$ cat config.mk
export PLATFORM = sky130hd
export DESIGN_NAME = septet_unpacker_core
export DESIGN_NICKNAME = d
export VERILOG_FILES = /design/src/design/septu_pkg.sv /design/src/design/septu_front.sv /design/src/design/septu_queue.sv /design/src/design/septu_back.sv /design/src/design/septet_unpacker_core.sv
export SDC_FILE = /design/constraint.sdc
export NUM_CORES = 1
export LEC_CHECK = 0
export CORE_ASPECT_RATIO = 2
export CORE_MARGIN = 5
export CORE_UTILIZATION = 45
export CTS_BUF_LIST = sky130_fd_sc_hd__clkbuf_4 sky130_fd_sc_hd__clkbuf_8
export DETAILED_ROUTE_END_ITERATION = 8
export DONT_BUFFER_PORTS = 1
export HOLD_SLACK_MARGIN = 0.06
export PLACE_DENSITY = 0.58
export SKIP_LAST_GASP = 1
export SYNTH_ARGS = -nofsm -noshare
export SYNTH_HDL_FRONTEND = slang
export SYNTH_SLANG_ARGS = --single-unit
$ cat constraint.sdc
create_clock -name clk -period 9.6 [get_ports clk]
set_input_delay 0.96 -clock clk [delete_from_list [all_inputs] [get_ports clk]]
set_output_delay 0.96 -clock clk [all_outputs]
set_load 0.005 [all_outputs]
$ cat src/design/septu_pkg.sv
// ----------------------------------------------------------------------------
// Septet unpacker package
// Shared widths and the result and queue entry types of the septet unpacker.
// ----------------------------------------------------------------------------
package septu_pkg;

    localparam int unsigned SEPTET_W = 7;
    localparam int unsigned OCTET_W  = 8;
    localparam int unsigned CHAR_W   = 8;

    typedef struct packed {
        logic [SEPTET_W-1:0] septet;
        logic [CHAR_W-1:0]   char_index;
        logic                last_char;
        logic                short_input;
    } result_t;

    // One accepted octet gives at most two results; both travel in one entry.
    typedef struct packed {
        logic    two;
        result_t first;
        result_t second;
    } entry_t;

endpackage

$ cat src/design/septu_front.sv
// ----------------------------------------------------------------------------
// Septet unpacker front end
// Accepts octets, tracks the bit accumulator and message position, and turns
// each octet into a queue entry holding the characters it releases.
// ----------------------------------------------------------------------------
module septu_front
(
    input  logic                  clk,
    input  logic                  rst_n,
    input  logic                  in_valid,
    output logic                  in_ready,
    input  logic [7:0]            data_byte,
    input  logic                  msg_start,
    input  logic                  msg_end,
    input  logic                  header_present,
    input  logic [7:0]            septet_total,
    input  logic                  queue_full,
    output logic                  push,
    output septu_pkg::entry_t     push_entry
);
    import septu_pkg::*;

    localparam logic [11:0] RECIP_7    = 12'd2341;  // ceil(2^14 / 7)
    localparam logic [11:0] ROUND_UP   = 12'd14;    // one octet of length plus 6
    localparam logic [4:0]  SEPTET_LEN = 5'd7;
    localparam logic [4:0]  TWO_LEN    = 5'd14;

    logic [13:0] acc_reg, acc_next;
    logic [3:0]  held_reg, held_next;
    logic [8:0]  pos_reg, pos_next;
    logic [8:0]  skip_reg, skip_next;
    logic [7:0]  tot_reg, tot_next;
    logic [7:0]  chars_reg, chars_next;

    logic [13:0] acc0, acc1;
    logic [3:0]  held0;
    logic [4:0]  held1, held_left;
    logic [8:0]  pos0, pos1, pos2, tot_ext;
    logic [8:0]  skip0;
    logic [7:0]  tot0, chars0, chars1, chars2;
    logic        active, take_a, take_b, emit_a, emit_b, err_only;
    logic [11:0] skip_arg;
    logic [23:0] skip_prod;
    result_t     res_a, res_b;
    entry_t      entry;
    logic        accept;

    assign in_ready = !queue_full;
    assign accept   = in_valid && in_ready;

    // Septets to skip for a header of the given length: ceil((L+1)*8/7),
    // taken as a multiplication by the reciprocal of seven.
    assign skip_arg  = {1'b0, data_byte, 3'b000} + ROUND_UP;
    assign skip_prod = skip_arg * RECIP_7;

    always_comb
    begin
        acc0   = acc_reg;
        held0  = held_reg;
        pos0   = pos_reg;
        chars0 = chars_reg;
        tot0   = tot_reg;
        skip0  = skip_reg;
        if (msg_start)
        begin
            acc0   = '0;
            held0  = '0;
            pos0   = '0;
            chars0 = '0;
            tot0   = septet_total;
            skip0  = header_present ? skip_prod[22:14] : 9'd0;
        end

        tot_ext = {1'b0, tot0};
        active  = pos0 < tot_ext;
        acc1    = acc0 | (14'(data_byte) << held0);
        held1   = {1'b0, held0} + 5'(OCTET_W);

        // The first septet is always complete once an octet has been added.
        take_a = active;
        pos1   = pos0 + {8'd0, take_a};
        take_b = take_a && (held1 >= TWO_LEN) && (pos1 < tot_ext);
        pos2   = pos1 + {8'd0, take_b};
        emit_a = take_a && (pos0 >= skip0);
        emit_b = take_b && (pos1 >= skip0);
        chars1 = chars0 + {7'd0, emit_a};
        chars2 = chars1 + {7'd0, emit_b};

        res_a.septet      = acc1[6:0];
        res_a.char_index  = chars0;
        res_a.last_char   = (pos1 == tot_ext);
        res_a.short_input = 1'b0;
        res_b.septet      = acc1[13:7];
        res_b.char_index  = chars1;
        res_b.last_char   = (pos2 == tot_ext);
        res_b.short_input = 1'b0;

        entry.two    = emit_a && emit_b;
        entry.first  = emit_a ? res_a : res_b;
        entry.second = res_b;
        err_only     = 1'b0;

        held_left = held1 - (take_b ? TWO_LEN : SEPTET_LEN);
        if (!active)
        begin
            acc_next  = acc0;
            held_next = held0;
        end
        else
        begin
            acc_next  = take_b ? 14'd0 : (acc1 >> SEPTET_W);
            held_next = held_left[3:0];
        end
        pos_next   = pos2;
        chars_next = chars2;
        tot_next   = tot0;
        skip_next  = skip0;

        if (msg_end)
        begin
            if ((pos2 < tot_ext) && (tot_ext > skip0))
            begin
                if (entry.two)
                begin
                    entry.second.short_input = 1'b1;
                end
                else if (emit_a || emit_b)
                begin
                    entry.first.short_input = 1'b1;
                end
                else
                begin
                    entry.first.septet      = '0;
                    entry.first.char_index  = chars2;
                    entry.first.last_char   = 1'b0;
                    entry.first.short_input = 1'b1;
                    err_only                = 1'b1;
                end
            end
            pos_next = tot_ext;
        end
    end

    assign push       = accept && (emit_a || emit_b || err_only);
    assign push_entry = entry;

    always_ff @(posedge clk or negedge rst_n)
    begin
        if (!rst_n)
        begin
            acc_reg   <= '0;
            held_reg  <= '0;
            pos_reg   <= '0;
            skip_reg  <= '0;
            tot_reg   <= '0;
            chars_reg <= '0;
        end
        else if (accept)
        begin
            acc_reg   <= acc_next;
            held_reg  <= held_next;
            pos_reg   <= pos_next;
            skip_reg  <= skip_next;
            tot_reg   <= tot_next;
            chars_reg <= chars_next;
        end
    end

    // The position never runs past the total septet count.
    assert property (@(posedge clk) disable iff (!rst_n)
        pos_reg <= {1'b0, tot_reg})
        else $error("septet position beyond total");

    // While a message is still open, fewer than a whole septet of bits wait.
    assert property (@(posedge clk) disable iff (!rst_n)
        (pos_reg < {1'b0, tot_reg}) |-> (held_reg < 4'd7))
        else $error("whole septet left in accumulator");

endmodule

$ cat src/design/septu_queue.sv
// ----------------------------------------------------------------------------
// Septet unpacker queue
// Short first-in first-out store of entries between front and back ends.
// ----------------------------------------------------------------------------
module septu_queue
#(
    parameter int unsigned DEPTH = 4
)
(
    input  logic              clk,
    input  logic              rst_n,
    input  logic              push,
    input  septu_pkg::entry_t push_entry,
    input  logic              pop,
    output logic              full,
    output logic              empty,
    output septu_pkg::entry_t head
);
    import septu_pkg::*;

    localparam int unsigned PTR_W = $clog2(DEPTH);
    localparam int unsigned CNT_W = $clog2(DEPTH + 1);
    localparam logic [PTR_W-1:0] LAST_PTR  = PTR_W'(DEPTH - 1);
    localparam logic [CNT_W-1:0] DEPTH_CNT = CNT_W'(DEPTH);

    entry_t             store_reg [DEPTH];
    logic [PTR_W-1:0]   wr_ptr_reg, wr_ptr_next;
    logic [PTR_W-1:0]   rd_ptr_reg, rd_ptr_next;
    logic [CNT_W-1:0]   count_reg, count_next;

    assign full  = (count_reg == DEPTH_CNT);
    assign empty = (count_reg == '0);
    assign head  = store_reg[rd_ptr_reg];

    always_comb
    begin
        wr_ptr_next = wr_ptr_reg;
        rd_ptr_next = rd_ptr_reg;
        count_next  = count_reg;
        if (push)
        begin
            wr_ptr_next = (wr_ptr_reg == LAST_PTR) ? '0 : wr_ptr_reg + 1'b1;
        end
        if (pop)
        begin
            rd_ptr_next = (rd_ptr_reg == LAST_PTR) ? '0 : rd_ptr_reg + 1'b1;
        end
        priority if (push && !pop)
        begin
            count_next = count_reg + 1'b1;
        end
        else if (pop && !push)
        begin
            count_next = count_reg - 1'b1;
        end
    end

    always_ff @(posedge clk)
    begin
        if (push)
        begin
            store_reg[wr_ptr_reg] <= push_entry;
        end
    end

    always_ff @(posedge clk or negedge rst_n)
    begin
        if (!rst_n)
        begin
            wr_ptr_reg <= '0;
            rd_ptr_reg <= '0;
            count_reg  <= '0;
        end
        else
        begin
            wr_ptr_reg <= wr_ptr_next;
            rd_ptr_reg <= rd_ptr_next;
            count_reg  <= count_next;
        end
    end

    assert property (@(posedge clk) disable iff (!rst_n)
        count_reg <= DEPTH_CNT)
        else $error("queue count beyond depth");

    assert property (@(posedge clk) disable iff (!rst_n)
        pop |-> !empty)
        else $error("pop from empty queue");

    assert property (@(posedge clk) disable iff (!rst_n)
        empty |-> (rd_ptr_reg == wr_ptr_reg))
        else $error("queue pointers apart while empty");

endmodule

$ cat src/design/septu_back.sv
// ----------------------------------------------------------------------------
// Septet unpacker back end
// Drains queue entries onto the output stream, one or two beats per entry.
// ----------------------------------------------------------------------------
module septu_back
(
    input  logic               clk,
    input  logic               rst_n,
    input  logic               empty,
    input  septu_pkg::entry_t  head,
    output logic               pop,
    output logic               out_valid,
    input  logic               out_ready,
    output septu_pkg::result_t out_result
);
    import septu_pkg::*;

    logic sub_reg, sub_next;
    logic beat;

    assign out_valid  = !empty;
    assign out_result = sub_reg ? head.second : head.first;
    assign beat       = out_valid && out_ready;
    assign pop        = beat && (!head.two || sub_reg);

    always_comb
    begin
        sub_next = sub_reg;
        if (beat)
        begin
            sub_next = head.two && !sub_reg;
        end
    end

    always_ff @(posedge clk or negedge rst_n)
    begin
        if (!rst_n)
        begin
            sub_reg <= 1'b0;
        end
        else
        begin
            sub_reg <= sub_next;
        end
    end

    // The second half is only ever pending on a two-character entry.
    assert property (@(posedge clk) disable iff (!rst_n)
        sub_reg |-> (!empty && head.two))
        else $error("second character pending without a two-character entry");

endmodule

$ cat src/design/septet_unpacker_core.sv
// ----------------------------------------------------------------------------
// Septet unpacker core
// Unpacks 7-bit characters from the packed octets of a short message.
// ----------------------------------------------------------------------------
// A character is registered in the queue before it appears on the output.
// Throughput: one octet per cycle while the queue is not full; an octet giving two
// characters takes two output beats, and the queue of QUEUE_DEPTH entries absorbs the difference.
// Reset (rst_n low, asynchronous): queue emptied, message state cleared.
// ----------------------------------------------------------------------------
module septet_unpacker_core
#(
    parameter int unsigned QUEUE_DEPTH = 4
)
(
    input  logic        clk,
    input  logic        rst_n,
    input  logic        s_tvalid,
    output logic        s_tready,
    input  logic [15:0] s_tdata,   // [7:0] data_byte, [15:8] septet_total
    input  logic [1:0]  s_tuser,   // [0] msg_start, [1] header_present
    input  logic        s_tlast,
    output logic        m_tvalid,
    input  logic        m_tready,
    output logic [15:0] m_tdata,   // [6:0] septet, [14:7] char_index, [15] zero
    output logic        m_tuser,   // [0] short_input
    output logic        m_tlast
);
    import septu_pkg::*;

    logic    push, pop, full, empty;
    entry_t  push_entry, head;
    result_t out_result;

    septu_front u_front
    (
        .clk            (clk),
        .rst_n          (rst_n),
        .in_valid       (s_tvalid),
        .in_ready       (s_tready),
        .data_byte      (s_tdata[7:0]),
        .msg_start      (s_tuser[0]),
        .msg_end        (s_tlast),
        .header_present (s_tuser[1]),
        .septet_total   (s_tdata[15:8]),
        .queue_full     (full),
        .push           (push),
        .push_entry     (push_entry)
    );

    septu_queue #(.DEPTH(QUEUE_DEPTH)) u_queue
    (
        .clk        (clk),
        .rst_n      (rst_n),
        .push       (push),
        .push_entry (push_entry),
        .pop        (pop),
        .full       (full),
        .empty      (empty),
        .head       (head)
    );

    septu_back u_back
    (
        .clk        (clk),
        .rst_n      (rst_n),
        .empty      (empty),
        .head       (head),
        .pop        (pop),
        .out_valid  (m_tvalid),
        .out_ready  (m_tready),
        .out_result (out_result)
    );

    assign m_tdata = {1'b0, out_result.char_index, out_result.septet};
    assign m_tuser = out_result.short_input;
    assign m_tlast = out_result.last_char;

endmodule
==> results.json <==
{
  "status": "finished, final reports clean",
  "crit_top_cell": "ha_1",
  "r2r_end": "u_queue.count_reg[2]",
  "drive_above_1_share": 0.133,
  "synth-edff-count": 140,
  "largest_reg_flops": 140,
  "avgRoutedWirePerCell_um": 19.1,
  "crit_arrival_ns": 9.06,
  "hold_class": "input port to asynchronous set/reset pin",
  "cap_violations": 0,
  "hpwl_um": 20400,
  "power_mw": 3.49,
  "pre_cts_ws_ns": 0.157,
  "synth_area_leaders": "edfxtp_1, ha_1, dfrtp_1",
  "post-route-period-util": 0.918,
  "vias": 7882,
  "avgSynthCellArea_um2": 11.7,
  "drt_iter0_drc": 366,
  "max_freq_ghz": 0.113,
  "cts_made_buffers": 17,
  "placed_cells": 1391,
  "rrSetupSlack_ns": 1.33,
  "synth_area_mm2": 0.0124,
  "worstPathMaxFanout": 8,
  "crit_slowest_cell": "or4b_2",
  "cts_buffer_depth": 2,
  "crit_path_start_kind": "input port",
  "track_usage": 0.182,
  "syn_inst": 1057,
  "rows": 86,
  "setup-tns-final_ns": 0,
  "yosys.area.top_type": "edfxtp_1",
  "async_reset_ff_frac": 0.300,
  "drtAntennaViolNets": 0,
  "ir_worst_vdd_mv": 0.104,
  "fin_crit_ns": 8.81,
  "grt_pass1_vias": 8162,
  "p_per_area_mw_per_mm2": 262,
  "finalHoldViolCount": 0,
  "synth_xor_area_frac": 0.0345,
  "fin_skew_ns": 0.0198,
  "syn_to_final_growth_pct": 7.65,
  "cp.required_ns": 9.84,
  "synthMuxAreaShare": 0.104,
  "leakagePower_nw": 5.56,
  "max_slew.worst_pin.slew_ns": 1.14,
  "slowest_delay_ns": 0.66,
  "synth.distinct_cells": 81,
  "cts_root_buf": "clkbuf_8",
  "die_h_um": 245,
  "synth-compound-area-share": 0.0966,
  "worstRegToRegCells": 34,
  "grt_max_degree": 61,
  "core_area_mm2": 0.0274,
  "synthSimpleGateAreaFrac": 0.113,
  "slew_violations": 0,
  "start_util": 0.452,
  "fin_cells": 1424,
  "gp_congestion": 0.847,
  "final_area_mm2": 0.0133,
  "nNetsFinal": 1220,
  "worstSetupPathType": "input port to flop",
  "ys.flop_type": "edfxtp_1",
  "rr_startpoint": "u_front.pos_reg[4]",
  "grt_pass1_wl_um": 44000,
  "setup_viol": 0,
  "gr-total-overflow": 0,
  "setup_ws_ns": 0.787,
  "wl_um": 27300,
  "synth_seq_cells": 200,
  "syn_nets": 1219,
  "grt_antenna_before_repair": 1,
  "rsz0062_at_grt": "false",
  "holdWs_ns": 0.145,
  "port_buffers": 0,
  "yosys_warnings": 0,
  "yosysSeqAreaShare": 0.460,
  "synth_top_area_frac": 0.339,
  "first_pass_iters": 4,
  "dpl_cell_area_mm2": 0.0129,
  "fin_util": 0.486,
  "routed_via_density": 5.54,
  "clock-sinks": 200,
  "die_x_um": 127,
  "synth_top_family_by_area": "adder cells",
  "io_pins": 43,
  "route.detailed.drc": 0,
  "clk_pin_slew_worst_paths_ns": 0.12,
  "synthAdderAreaFrac": 0.150,
  "fillers": 2525,
  "cts_tree": "done",
  "die_area_mm2": 0.0312,
  "clk_latency_ns": 0.49,
  "cts.htree.levels": 4,
  "end_kind": "flop",
  "max-slew-margin-rel": 0.238
}
==> placed cells by master, fill, tap and decap left out, drive strengths merged, types with 11 or more instances in the layout <==
| master | Yosys | layout |
|---|---|---|
| and2 | 14 | 14 |
| edfxtp | 140 | 140 |
| buf | 15 | 30 |
| xor2 | 23 | 23 |
| nand2 | 95 | 95 |
| ha | 123 | 123 |
| mux2 | 24 | 24 |
| clkbuf | 33 | 17 |
| nor3 | 15 | 15 |
| and3 | 11 | 11 |
| a21oi | 41 | 41 |
| o21ai | 60 | 60 |
| fa | 16 | 16 |
| dfrtp | 60 | 60 |
| nand3 | 28 | 28 |
| nor2 | 48 | 48 |
| xnor2 | 25 | 25 |
| nor2b | 22 | 22 |
| mux2i | 23 | 23 |
| inv | 82 | 89 |
| mux4 | 35 | 35 |
==> power by group <==
| group | internal [mW] | leakage (nW) | switching [mW] |
|---|---|---|---|
| combinational | 0.709 | 3.27 | 0.932 |
| sequential | 1.19 | 2.08 | 0.113 |
| clock | 0.204 | 0.212 | 0.347 |
==> layout make-up <==
class | count | area [um2] | area share
diodes | 1 | 2.50 | 0.000187
clock inverters | 15 | 194 | 0.0145
clock buffers | 17 | 234 | 0.0175
inverters | 83 | 312 | 0.0233
flip-flops and latches | 200 | 5710 | 0.428
well taps | 352 | 440 | 0.0330
multi-input cells | 726 | 6180 | 0.463
repair buffers | 30 | 275 | 0.0206
==> cells by family (layout without fill, tap and decap cells) <==
family                   after synthesis  in the layout
buffers and inverters                131            145
AO/OA/AOI/OAI                        179            179
other                                  1              2
adder cells (fa/ha/maj)              139            139
flip-flops                           200            200
AND/OR/NAND/NOR                      277            277
multiplexers                          82             82
XOR/XNOR                              48             48
==> cell usage after synthesis (all sizes together) (3+ instances only) <==
master	n
and4	4
a32o	4
mux2	24
o22ai	6
buf	15
a211oi	4
fa	16
and3	11
a31oi	5
edfxtp	140
o21a	5
nand2b	7
and2	14
inv	82
a22o	8
mux2i	23
nor2	48
a21oi	41
a21o	7
o31ai	4
or3	4
a221oi	3
nand3	28
o2111ai	3
dfrtp	60
nand4	7
nor3	15
xnor2	25
nand3b	6
ha	123
mux4	35
xor2	23
clkbuf	33
a22oi	9
o211ai	4
nor2b	22
o21ai	60
nand2	95
nor4	6
==> metal layers <==
layer	vias to the layer above	part of all wire	GRT usage
met3	33	0.017	0.0240
met1	3899	0.37	0.187
li1	3864	-	-
met2	86	0.59	0.366
met5	-	0	0
met4	0	0.026	0.0644
==> worst max-delay path, delay by kind of cell <==
kind / cells / cell delay (ns)
and+or+nand+nor: 9 / 2.34
adders and majority gates: 9 / 2.98
muxes: 1 / 0.10
buffers and inverters: 4 / 0.29
xor gates and xnor gates: 3 / 0.58
AOI/OAI and AO/OA: 10 / 1.80
==> worst max path at each step <==
stage / start / endpoint / slack, ns / cells after the start
floorplan: s_tuser[0] / u_queue.store_reg[0][0] / 0.16 / 35
global placement: s_tdata[0] / u_queue.store_reg[0][26] / 0.39 / 36
detailed placement: s_tdata[0] / u_queue.store_reg[0][26] / 0.16 / 36
CTS: s_tdata[0] / u_queue.store_reg[3][26] / 0.67 / 36
global route: s_tdata[0] / u_queue.store_reg[3][26] / 0.11 / 36
finish: s_tdata[0] / u_queue.store_reg[3][26] / 0.79 / 36
==> what timing repair did <==
action / CTS / global route
endpoints found under the setup margin: 0 / 4
hold buffers: 0 / 0
gates resized for setup: 0 / 1
setup buffers: 0 / 0
Note: power is estimated with default switching activity, not from simulation.
